`src/sv/swms_pkg.sv`:
```
package swms_pkg;

  // field widths
  localparam int unsigned SAMPLE_W = 32;
  localparam int unsigned SPREAD_W = 32;
  localparam int unsigned WSZ_W    = 7;

  // configuration port
  localparam int unsigned PADDR_W  = 3;
  localparam int unsigned PDATA_W  = 32;
  localparam logic        REG_WINDOW_SIZE = 1'b0;  // word index of window_size
  localparam logic [WSZ_W-1:0] WSZ_RESET = 7'd1;

  // sequencer states
  typedef enum logic [1:0] {
    ST_IDLE,
    ST_SCAN,
    ST_SPREAD,
    ST_DONE
  } swms_state_t;

  // control for every cell of the chain
  typedef struct packed {
    logic shift;   // take the neighbour on the newer side (new sample at cell 0)
    logic rotate;  // take the neighbour on the older side (wrap at the end)
  } swms_cell_ctrl_t;

  // control for the min/max accumulator
  typedef struct packed {
    logic init;    // load both bounds from the tap
    logic en;      // fold the tap into the bounds
  } swms_mm_ctrl_t;

endpackage

```
`src/sv/swms_if.sv`:
```
interface swms_in_if
  import swms_pkg::*;
();
  logic                       valid;
  logic                       ready;
  logic signed [SAMPLE_W-1:0] sample;
  logic                       last;

  modport source (output valid, output sample, output last, input ready);
  modport sink   (input valid, input sample, input last, output ready);
endinterface

interface swms_out_if
  import swms_pkg::*;
();
  logic                valid;
  logic                ready;
  logic [SPREAD_W-1:0] max_spread;

  modport source (output valid, output max_spread, input ready);
  modport sink   (input valid, input max_spread, output ready);
endinterface

```
`src/sv/swms_cell.sv`:
```
module swms_cell
  import swms_pkg::*;
(
  input  logic                       clk,
  input  swms_cell_ctrl_t            ctrl,
  input  logic signed [SAMPLE_W-1:0] newer_in,
  input  logic signed [SAMPLE_W-1:0] older_in,
  output logic signed [SAMPLE_W-1:0] q
);

  logic signed [SAMPLE_W-1:0] data_r;

  // one sample of the chain; shift moves data towards older cells,
  // rotate moves it back towards cell 0
  always_ff @(posedge clk) begin
    if (ctrl.shift) begin
      data_r <= newer_in;
    end else if (ctrl.rotate) begin
      data_r <= older_in;
    end
  end

  assign q = data_r;

endmodule

```
`src/sv/swms_minmax.sv`:
```
module swms_minmax
  import swms_pkg::*;
(
  input  logic                       clk,
  input  swms_mm_ctrl_t              ctrl,
  input  logic signed [SAMPLE_W-1:0] tap,
  output logic signed [SAMPLE_W-1:0] lo,
  output logic signed [SAMPLE_W-1:0] hi
);

  logic signed [SAMPLE_W-1:0] lo_r, hi_r;

  // running signed bounds of the window being scanned
  always_ff @(posedge clk) begin
    if (ctrl.init) begin
      lo_r <= tap;
      hi_r <= tap;
    end else if (ctrl.en) begin
      if (tap < lo_r) begin
        lo_r <= tap;
      end
      if (tap > hi_r) begin
        hi_r <= tap;
      end
    end
  end

  assign lo = lo_r;
  assign hi = hi_r;

endmodule

```
`src/sv/sliding_window_max_spread.sv`:
```
// Channel   Direction  Payload                         Handshake
// in_if     in         sample (s32), last (1)          valid/ready
// out_if    out        max_spread (u32)                valid/ready
// cfg_*     in/out     window_size at byte address 0   APB, pready always high
//
// An item that closes no window is taken in IDLE alone; one that closes a window
// then stalls the input through SCAN and SPREAD: a shift into the cell chain,
// rotations of the whole chain past the min/max tap at cell 0, and a fold of the
// spread into the running best. An item marked last then passes DONE, which loads
// the result register and stalls the input there while an earlier result is unread.
// Reset clears count, best and result valid, sets window_size to 1; cells keep data.
module sliding_window_max_spread
  import swms_pkg::*;
#(
  parameter int unsigned WINDOW_MAX = 64
) (
  input  logic               clk,
  input  logic               rst_n,
  swms_in_if.sink            in_if,
  swms_out_if.source         out_if,
  input  logic               cfg_psel,
  input  logic               cfg_penable,
  input  logic               cfg_pwrite,
  input  logic [PADDR_W-1:0] cfg_paddr,
  input  logic [PDATA_W-1:0] cfg_pwdata,
  output logic [PDATA_W-1:0] cfg_prdata,
  output logic               cfg_pready
);

  localparam int unsigned CNT_W  = $clog2(WINDOW_MAX + 1) > WSZ_W ?
                                   $clog2(WINDOW_MAX + 1) : WSZ_W;
  localparam int unsigned IDX_W  = $clog2(WINDOW_MAX);
  localparam logic [CNT_W-1:0] WMAX_C   = CNT_W'(WINDOW_MAX);
  localparam logic [IDX_W-1:0] LAST_IDX = IDX_W'(WINDOW_MAX - 1);

  swms_state_t state_r, state_nxt;

  logic [WSZ_W-1:0]    wsz_r;
  logic [CNT_W-1:0]    seen_r, seen_nxt;
  logic [IDX_W-1:0]    scan_r;
  logic                last_r;
  logic [SPREAD_W-1:0] best_r, spread;
  logic                out_valid_r;
  logic [SPREAD_W-1:0] out_data_r;

  logic [CNT_W-1:0]    wsz_ext, k_eff;
  logic                in_acc, cfg_wr, out_free;

  swms_cell_ctrl_t            cell_ctrl;
  swms_mm_ctrl_t              mm_ctrl;
  logic                       best_upd, seq_clear, out_load;
  logic signed [SAMPLE_W-1:0] cell_q [WINDOW_MAX];
  logic signed [SAMPLE_W-1:0] mm_lo, mm_hi;

  // configuration port
  assign cfg_pready = 1'b1;
  assign cfg_wr     = cfg_psel && cfg_penable && cfg_pwrite
                      && (cfg_paddr[2] == REG_WINDOW_SIZE);
  assign cfg_prdata = (cfg_paddr[2] == REG_WINDOW_SIZE) ?
                      PDATA_W'(wsz_r) : '0;

  always_ff @(posedge clk) begin
    if (!rst_n) begin
      wsz_r <= WSZ_RESET;
    end else if (cfg_wr) begin
      wsz_r <= cfg_pwdata[WSZ_W-1:0];
    end
  end

  // effective window: zero means one, large values clamp to the chain length
  assign wsz_ext = CNT_W'(wsz_r);
  always_comb begin
    priority if (wsz_ext == '0) begin
      k_eff = CNT_W'(1);
    end else if (wsz_ext > WMAX_C) begin
      k_eff = WMAX_C;
    end else begin
      k_eff = wsz_ext;
    end
  end

  assign in_acc   = in_if.valid && in_if.ready;
  assign seen_nxt = (seen_r < WMAX_C) ? seen_r + CNT_W'(1) : seen_r;
  assign out_free = !out_valid_r || out_if.ready;

  // next state
  always_comb begin
    state_nxt = state_r;
    unique case (state_r)
      ST_IDLE: begin
        if (in_acc) begin
          priority if (seen_nxt >= k_eff) begin
            state_nxt = ST_SCAN;
          end else if (in_if.last) begin
            state_nxt = ST_DONE;
          end else begin
            state_nxt = ST_IDLE;
          end
        end
      end
      ST_SCAN: begin
        if (scan_r == LAST_IDX) begin
          state_nxt = ST_SPREAD;
        end
      end
      ST_SPREAD: begin
        state_nxt = last_r ? ST_DONE : ST_IDLE;
      end
      ST_DONE: begin
        if (out_free) begin
          state_nxt = ST_IDLE;
        end
      end
      default: state_nxt = ST_IDLE;
    endcase
  end

  // state outputs
  always_comb begin
    in_if.ready      = 1'b0;
    cell_ctrl.shift  = 1'b0;
    cell_ctrl.rotate = 1'b0;
    mm_ctrl.init     = 1'b0;
    mm_ctrl.en       = 1'b0;
    best_upd         = 1'b0;
    seq_clear        = 1'b0;
    out_load         = 1'b0;
    unique case (state_r)
      ST_IDLE: begin
        in_if.ready     = 1'b1;
        cell_ctrl.shift = in_if.valid;
      end
      ST_SCAN: begin
        cell_ctrl.rotate = 1'b1;
        mm_ctrl.init     = (scan_r == '0);
        mm_ctrl.en       = (CNT_W'(scan_r) < k_eff);
      end
      ST_SPREAD: begin
        best_upd = 1'b1;
      end
      ST_DONE: begin
        seq_clear = out_free;
        out_load  = out_free;
      end
      default: begin
      end
    endcase
  end

  always_ff @(posedge clk) begin
    if (!rst_n) begin
      state_r <= ST_IDLE;
    end else begin
      state_r <= state_nxt;
    end
  end

  // sequence bookkeeping
  always_ff @(posedge clk) begin
    if (!rst_n) begin
      seen_r <= '0;
    end else if (seq_clear) begin
      seen_r <= '0;
    end else if (in_acc) begin
      seen_r <= seen_nxt;
    end
  end

  always_ff @(posedge clk) begin
    if (in_acc) begin
      last_r <= in_if.last;
    end
  end

  always_ff @(posedge clk) begin
    if (state_r != ST_SCAN) begin
      scan_r <= '0;
    end else begin
      scan_r <= scan_r + IDX_W'(1);
    end
  end

  // chain of sample cells; cell 0 holds the newest sample and feeds the tap
  for (genvar i = 0; i < WINDOW_MAX; i++) begin : g_cell
    logic signed [SAMPLE_W-1:0] newer, older;
    if (i == 0) begin : g_head
      assign newer = in_if.sample;
    end else begin : g_body
      assign newer = cell_q[i-1];
    end
    if (i == WINDOW_MAX - 1) begin : g_tail
      assign older = cell_q[0];
    end else begin : g_mid
      assign older = cell_q[i+1];
    end
    swms_cell u_cell (
      .clk      (clk),
      .ctrl     (cell_ctrl),
      .newer_in (newer),
      .older_in (older),
      .q        (cell_q[i])
    );
  end

  swms_minmax u_mm (
    .clk  (clk),
    .ctrl (mm_ctrl),
    .tap  (cell_q[0]),
    .lo   (mm_lo),
    .hi   (mm_hi)
  );

  // spread of the scanned window, always non-negative so it fits unsigned
  assign spread = SPREAD_W'(mm_hi - mm_lo);

  always_ff @(posedge clk) begin
    if (!rst_n) begin
      best_r <= '0;
    end else if (seq_clear) begin
      best_r <= '0;
    end else if (best_upd && (spread > best_r)) begin
      best_r <= spread;
    end
  end

  // result register
  always_ff @(posedge clk) begin
    if (!rst_n) begin
      out_valid_r <= 1'b0;
    end else if (out_load) begin
      out_valid_r <= 1'b1;
    end else if (out_if.ready) begin
      out_valid_r <= 1'b0;
    end
  end

  always_ff @(posedge clk) begin
    if (out_load) begin
      out_data_r <= best_r;
    end
  end

  assign out_if.valid      = out_valid_r;
  assign out_if.max_spread = out_data_r;

endmodule

```
`src/flat_wrapper.sv`:
```
// flat-port wrapper written by rule: the top's interface ports become plain ports
module sliding_window_max_spread_flat import swms_pkg::*;
#(
  parameter int unsigned WINDOW_MAX = 64
)
  (clk, rst_n, cfg_psel, cfg_penable, cfg_pwrite, cfg_paddr, cfg_pwdata, cfg_prdata, cfg_pready, in_if_valid, in_if_sample, in_if_last, in_if_ready, out_if_valid, out_if_max_spread, out_if_ready);
  swms_in_if in_if_i ();
  swms_out_if out_if_i ();
  input  logic clk;
  input  logic rst_n;
  input  logic cfg_psel;
  input  logic cfg_penable;
  input  logic cfg_pwrite;
  input  logic [PADDR_W-1:0] cfg_paddr;
  input  logic [PDATA_W-1:0] cfg_pwdata;
  output logic [PDATA_W-1:0] cfg_prdata;
  output logic cfg_pready;
  input wire logic [$bits(in_if_i.valid)-1:0] in_if_valid;
  input wire logic [$bits(in_if_i.sample)-1:0] in_if_sample;
  input wire logic [$bits(in_if_i.last)-1:0] in_if_last;
  output wire logic [$bits(in_if_i.ready)-1:0] in_if_ready;
  output wire logic [$bits(out_if_i.valid)-1:0] out_if_valid;
  output wire logic [$bits(out_if_i.max_spread)-1:0] out_if_max_spread;
  input wire logic [$bits(out_if_i.ready)-1:0] out_if_ready;
  assign in_if_i.valid = in_if_valid;
  assign in_if_i.sample = in_if_sample;
  assign in_if_i.last = in_if_last;
  assign in_if_ready = in_if_i.ready;
  assign out_if_valid = out_if_i.valid;
  assign out_if_max_spread = out_if_i.max_spread;
  assign out_if_i.ready = out_if_ready;
  sliding_window_max_spread #(.WINDOW_MAX(WINDOW_MAX)) u_core (.clk(clk), .rst_n(rst_n), .in_if(in_if_i), .out_if(out_if_i), .cfg_psel(cfg_psel), .cfg_penable(cfg_penable), .cfg_pwrite(cfg_pwrite), .cfg_paddr(cfg_paddr), .cfg_pwdata(cfg_pwdata), .cfg_prdata(cfg_prdata), .cfg_pready(cfg_pready));
endmodule
```
`config.mk`:
```
export PLATFORM = sky130hd
export DESIGN_NAME = sliding_window_max_spread_flat
export DESIGN_NICKNAME = d
export VERILOG_FILES = /design/src/sv/swms_pkg.sv /design/src/sv/swms_if.sv /design/src/sv/swms_cell.sv /design/src/sv/swms_minmax.sv /design/src/sv/sliding_window_max_spread.sv /design/src/flat_wrapper.sv
export SDC_FILE = /design/constraint.sdc
export NUM_CORES = 2
export LEC_CHECK = 0
export BUFFER_PORTS_ARGS = -buffer_cell sky130_fd_sc_hd__buf_2
export CELL_PAD_IN_SITES_DETAIL_PLACEMENT = 0
export CELL_PAD_IN_SITES_GLOBAL_PLACEMENT = 1
export CORE_MARGIN = 10
export CORE_UTILIZATION = 50
export CTS_CLUSTER_DIAMETER = 80
export DETAILED_ROUTE_END_ITERATION = 7
export GPL_ROUTABILITY_DRIVEN = 0
export PLACE_DENSITY = 0.85
export SYNTH_ARGS = -nofsm -noshare
export SYNTH_HDL_FRONTEND = slang
export SYNTH_SLANG_ARGS = --single-unit
```
`constraint.sdc`:
```
create_clock -name clk -period 59.6 [get_ports clk]
set_input_delay 5.96 -clock clk [delete_from_list [all_inputs] [get_ports clk]]
set_output_delay 5.96 -clock clk [all_outputs]
set_load 0.1 [all_outputs]
```
======== After elaboration in Yosys (flattened, before gate mapping) ========
Index checks and enable logic that the tools add are counted.
storage, ports and cells
  latch bits .............................. 0
  ROM bits ................................ 0
  RAM bits ................................ 0
  logic and storage cells ................. 266
  register bits after elaboration ......... 2200
  memories ................................ 0
cells by class
  multiplexer cells ....................... 153
  shifts and indexed selects .............. 0
  div/mod/pow operators ................... 0
  equal/unequal tests ..................... 8
  reduce and logical (&&, ||, !) cells .... 19
  $lt $le $gt $ge ......................... 7
  add/sub/neg operators ................... 3
  multipliers ............................. 0
  bitwise operators ....................... 2
operators by type and width
  operator               number
  $mux W32               134
  $gt A32 B32 Y1         2
  $lt A32 B32 Y1         1
  $sub A32 B32 Y32       1
  $mux W7                4
  $mux W2                7
  $reduce_bool A2 Y1     5
  $ne A2 B1 Y1 const B   4
  $pmux W2 S4            1
  $add A7 B1 Y7 const B  1
  $ge A7 B7 Y1           1
  $gt A7 B7 Y1 const B   1
  $logic_not A7 Y1       1
  $lt A6 B7 Y1           1
  $lt A7 B7 Y1 const B   1
  $mux W1                7
  $add A6 B1 Y6 const B  1
  $eq A6 B6 Y1 const B   1
  $logic_not A6 Y1       1
  $logic_and A1 B1 Y1    5
  $eq A2 B2 Y1 const B   2
  $reduce_and A2 Y1      2
  $reduce_and A3 Y1      1
  $eq A2 B1 Y1 const B   1
  other kinds (5)        6

======== Longest topological paths before layout ========
  word-level depth ........................ 7
  mapped depth ............................ 23

======== Hierarchy ========
Synthesis repeated with hierarchy kept, for this count alone.
unflattened totals
  cell total of the unflattened synthesis .. 5401
  area, all modules ....................... 106253.2 um^2
modules (own cells, without submodules)
  module                     cells an instance  instances  area an instance (um^2)  seq. area each (um^2)
  swms_cell                  69                 64         1507.7                   960.9
  sliding_window_max_spread  695                1          6212.2                   2092.0
  swms_minmax                290                1          3548.4                   1921.8

======== Worst setup path after synthesis ========
OpenSTA, ideal clock, no wires.
  path kind ............................... input -> register
  start ................................... input port in_if_valid
  end ..................................... register u_core.g_cell[0].u_cell.data_r[0], enable pin
  stages .................................. 4
  setup slack ............................. 6.047 ns
  arrival time ............................ 39.639 ns
  path buffers ............................ 2
  library setup time ...................... 13.914 ns
  cell sequence ........................... nand2_1 clkbuf_1 clkbuf_1 nand2_1
between the ends
  longest elaborated chain between the ends .. 2
ends and longest elaborated chain
  element                              RTL line                          text
  start: declaration                   flat_wrapper.sv:18                input wire logic [$bits(in_if_i.valid)-1:0] in_if_valid;
  $mux W1                              sliding_window_max_spread.sv:128  unique case (state_r)
  $reduce_bool A2 Y1 (no source line)  -
  end signal: assignment               swms_cell.sv:17                   data_r <= newer_in;
  end signal: assignment               swms_cell.sv:19                   data_r <= older_in;
  end: declaration                     swms_cell.sv:11                   logic signed [SAMPLE_W-1:0] data_r;
Every way passes these cells.
A chain may end at the register's enable or synchronous reset.

======== Worst setup path after layout ========
  start ................................... input port cfg_paddr[2]
  end ..................................... output port cfg_prdata[3]
between the ends
  longest elaborated chain between the ends .. 1
ends and longest elaborated chain
  element             RTL line                         text
  start: declaration  flat_wrapper.sv:14               input logic [PADDR_W-1:0] cfg_paddr;
  $mux W7             sliding_window_max_spread.sv:59  assign cfg_prdata = (cfg_paddr[2] == REG_WINDOW_SIZE) ?
  end: declaration    flat_wrapper.sv:16               output logic [PDATA_W-1:0] cfg_prdata;
Every way passes these cells.

==> metrics.md <==
| Metric | Value |
|---|---|
| Status | finished, final reports clean |
| Slew @ Worst Pin | 1130 ps |
| Die area | 210000 µm² |
| Worst Path Class, Setup | in2out |
| RSZ-0062 raised after global routing | no |
| Clk_skew | 65.9 ps |
| Area Overhead vs Synth | 9.40% |
| Hold_sp | u_core.best_r[22]$_SDFFE_PP0P_ |
| FF-to-FF setup slack | 52690 ps |
| # port buffers | 88 |
| First-pass GRT wire length | 297 mm |
| Max cap viols | 0 |
| Clock share of power | 19.7% |
| Worst Reg-to-Reg Cells | 11 |
| Root Buffer | clkbuf_16 |
| Synth cell count leaders | nand2_1, edfxtp_1, clkbuf_1, buf_2, ha_1 |
| Clk pin slew, worst setup/hold paths | 60 ps |
| Final Setup Violations | 0 |
| Vias in the first global route | 60000 |
| Reg2reg end | u_core.g_cell[19].u_cell.q[22]$_DFFE_PP_ |
| Most area-consuming cells after synthesis | edfxtp_1, nand2_1, ha_1, dfxtp_1, clkbuf_1 |
| Sink Count | 2200 |
| Placed inst area | 98300 µm² |
| TritonCTS clock tree | done |
| DRC | 0 |
| Antenna violations before repair | 2 |
| CTS H-Tree Depth | 4 |
| Asr flop ratio synth | 0% |
| Most used DFF post-synth | edfxtp_1 |
| Yosys top cell area share | 67.0% |
| Pint | 4340 µW |
| Warnings from Yosys | 0 |
| Setup bufs post-CTS | 0 |
| Worst hold-check path type | reg2reg |
| Fin crit share | 21.2% |
| Sequential share of power | 50.8% |
| Crit path DAT | 6650 ps |
| Synth Instances | 9593 |
| FMAX | 79.3 MHz |
| Core area | 191000 µm² |
| Worst-path maximum fanout | 8 |
| Comb pwr share | 29.4% |
| Largest area contributor in the netlist | edfxtp_1 |
| Power Density | 64.1 nW/µm² |
| Netlist cell types | 73 |
| Hold Vio Cnt, Final | 0 |
| Design area | 105000 µm² |
| EDFF count, synth | 2145 |
| Post-synthesis register bit count | 2200 |
| Grt ovf | 0 |
| Std-Cell Rows | 160 |
| Vias | 62800 |
| Clk_lat worst skew | 850 ps |
| IO Count | 142 |
| Most common cell in the netlist | nand2_1 |
| Max Slew Vio Count | 0 |
| Switch share | 35.6% |
| Largest net degree at the start of global routing | 247 |
| Post-Syn Area per Cell | 10.0 µm² |
| Post-route ant nets | 0 |
| Die Width | 459 µm |
| Num CTS Buffers | 219 |
| Worst vdd ir | 0.0447 mV |
| Mapped cell area | 96200 µm² |
| CP Launch Type | primary input |
| Drt wl/cell | 14.5 µm |
| First DRT Iteration DRCs | 5598 |
| Overall routing resource usage | 16.4% |
| Setup TNS | 0 ps |
| 1st-pass router iterations | 5 |
| Share of layout cells above drive strength 1 | 5.00% |
| Hold-fix buffers, CTS | 0 |
| NumNets Final | 9715 |
| Sequential element share of the synthesized area | 68.1% |
| Vias/cell | 5.15 |
| Sw Pwr | 2400 µW |
| Chip height | 459 µm |
| FF-to-FF Start | u_core.state_r[0]$_SDFFE_PN0P_ |
| Max Root-Sink Buffers | 3 |
| Hpwl dp | 105 mm |
| Critical Path End Type | primary output |
| Hold Path End | u_core.out_if.max_spread[22]$_DFFE_PP_ |
| Min Clock Period, post-route | 12610 ps |
| Slew margin rel. | 24.5% |
| WL final | 177 mm |
| Starting Density | 50.4% |
| Post-cts sizing count | 0 |
| WP data required | 53640 ps |
| Pleak | 0.0462 µW |
| WHS Path Cells | 0 |
==> power by group through the flow <==
stage,clock [µW],combinational (µW),sequential (µW)
detailed placement,0,2010,3450
floorplan,0,1550,4900
CTS,1370,2020,3430
global placement,0,1940,3420
finish,1330,1990,3430
global route,1430,2320,3530
==> metal layers <==
metal	track usage (%)	wire length, µm	up-vias
li1	-	-	31000
met1	23.6	83100	30500
met2	25.9	82300	1089
met3	2.71	7790	240
met4	4.29	3710	0
met5	0	0	-
==> kinds of logic after synthesis <==
logic type,after synthesis,synth area share (%)
other cells,2,0.00781
flops,2200,68.1
mux,30,0.313
simple gates,6350,25.1
fa+ha+maj,142,1.85
buf+inv,615,2.74
xor+xnor,40,0.364
compound gates,214,1.54
==> worst max-delay path, cell delays in order <==
cell	delay, ps
buf_2	140
nor2b_1	110
buf_2	440
==> cell type report <==
class	instances	area [µm²]
Clock inverter	117	1100
Inverter	114	435
Fill cell	16400	85500
Tap cell	2511	3140
Antenna cell	1	2.50
Multi-Input combinational cell	6802	28200
Sequential cell	2200	65500
Timing Repair Buffer	161	1050
Clock buffer	287	5830
==> worst max-delay path by stage <==
stage / to / slack [ps] / startpoint / cells after the start
after floorplan: u_core.g_cell[0].u_cell.q[0]$_DFFE_PP_ / 6050 / in_if_valid / 4
after global placement: cfg_prdata[5] / 47010 / cfg_paddr[2] / 3
after detailed placement: cfg_prdata[3] / 46980 / cfg_paddr[2] / 3
after CTS: cfg_prdata[3] / 46990 / cfg_paddr[2] / 3
after global routing: cfg_prdata[2] / 46970 / cfg_paddr[2] / 3
final: cfg_prdata[3] / 46990 / cfg_paddr[2] / 3
==> layout by cell type (no fill, tap or decap), types with 29 or more instances in the layout <==
master / count
inv_1: 112
nand2_1: 6179
clkbuf_16: 219
clkinv_1: 54
nor2_1: 50
edfxtp_1: 2145
a21o_1: 39
clkinv_2: 32
clkbuf_1: 59
a21oi_1: 64
dfxtp_1: 55
ha_1: 141
buf_4: 68
buf_2: 88
mux2i_1: 29
==> flip-flops by register name, summed over array words and instances, names as in the netlist <==
name                      flops
u_core.out_if.valid           1
u_core.u_mm.lo               32
u_core.wsz_ext                7
u_core.scan_r                 6
u_core.seen_r                 7
u_core.state_r                2
u_core.u_mm.hi               32
u_core.last_r                 1
u_core.best_r                32
u_core.g_cell.u_cell.q     2048
u_core.out_if.max_spread     32
==> metrics by stage <==
step | hold slack, ps | std cells | setup slack (ps) | util (%) | power [µW]
floorplan | 408 | 9617 | 6050 | - | 6450
global placement | 419 | 11800 | 47010 | 51.5 | 5360
detailed placement | 422 | 11800 | 46980 | 51.5 | 5460
CTS | 440 | 12200 | 46990 | 55.2 | 6820
global route | 445 | 12200 | 46970 | 55.2 | 7280
finish | 438 | 12200 | 46990 | 55.2 | 6750
(Power assumes the default switching activity.)
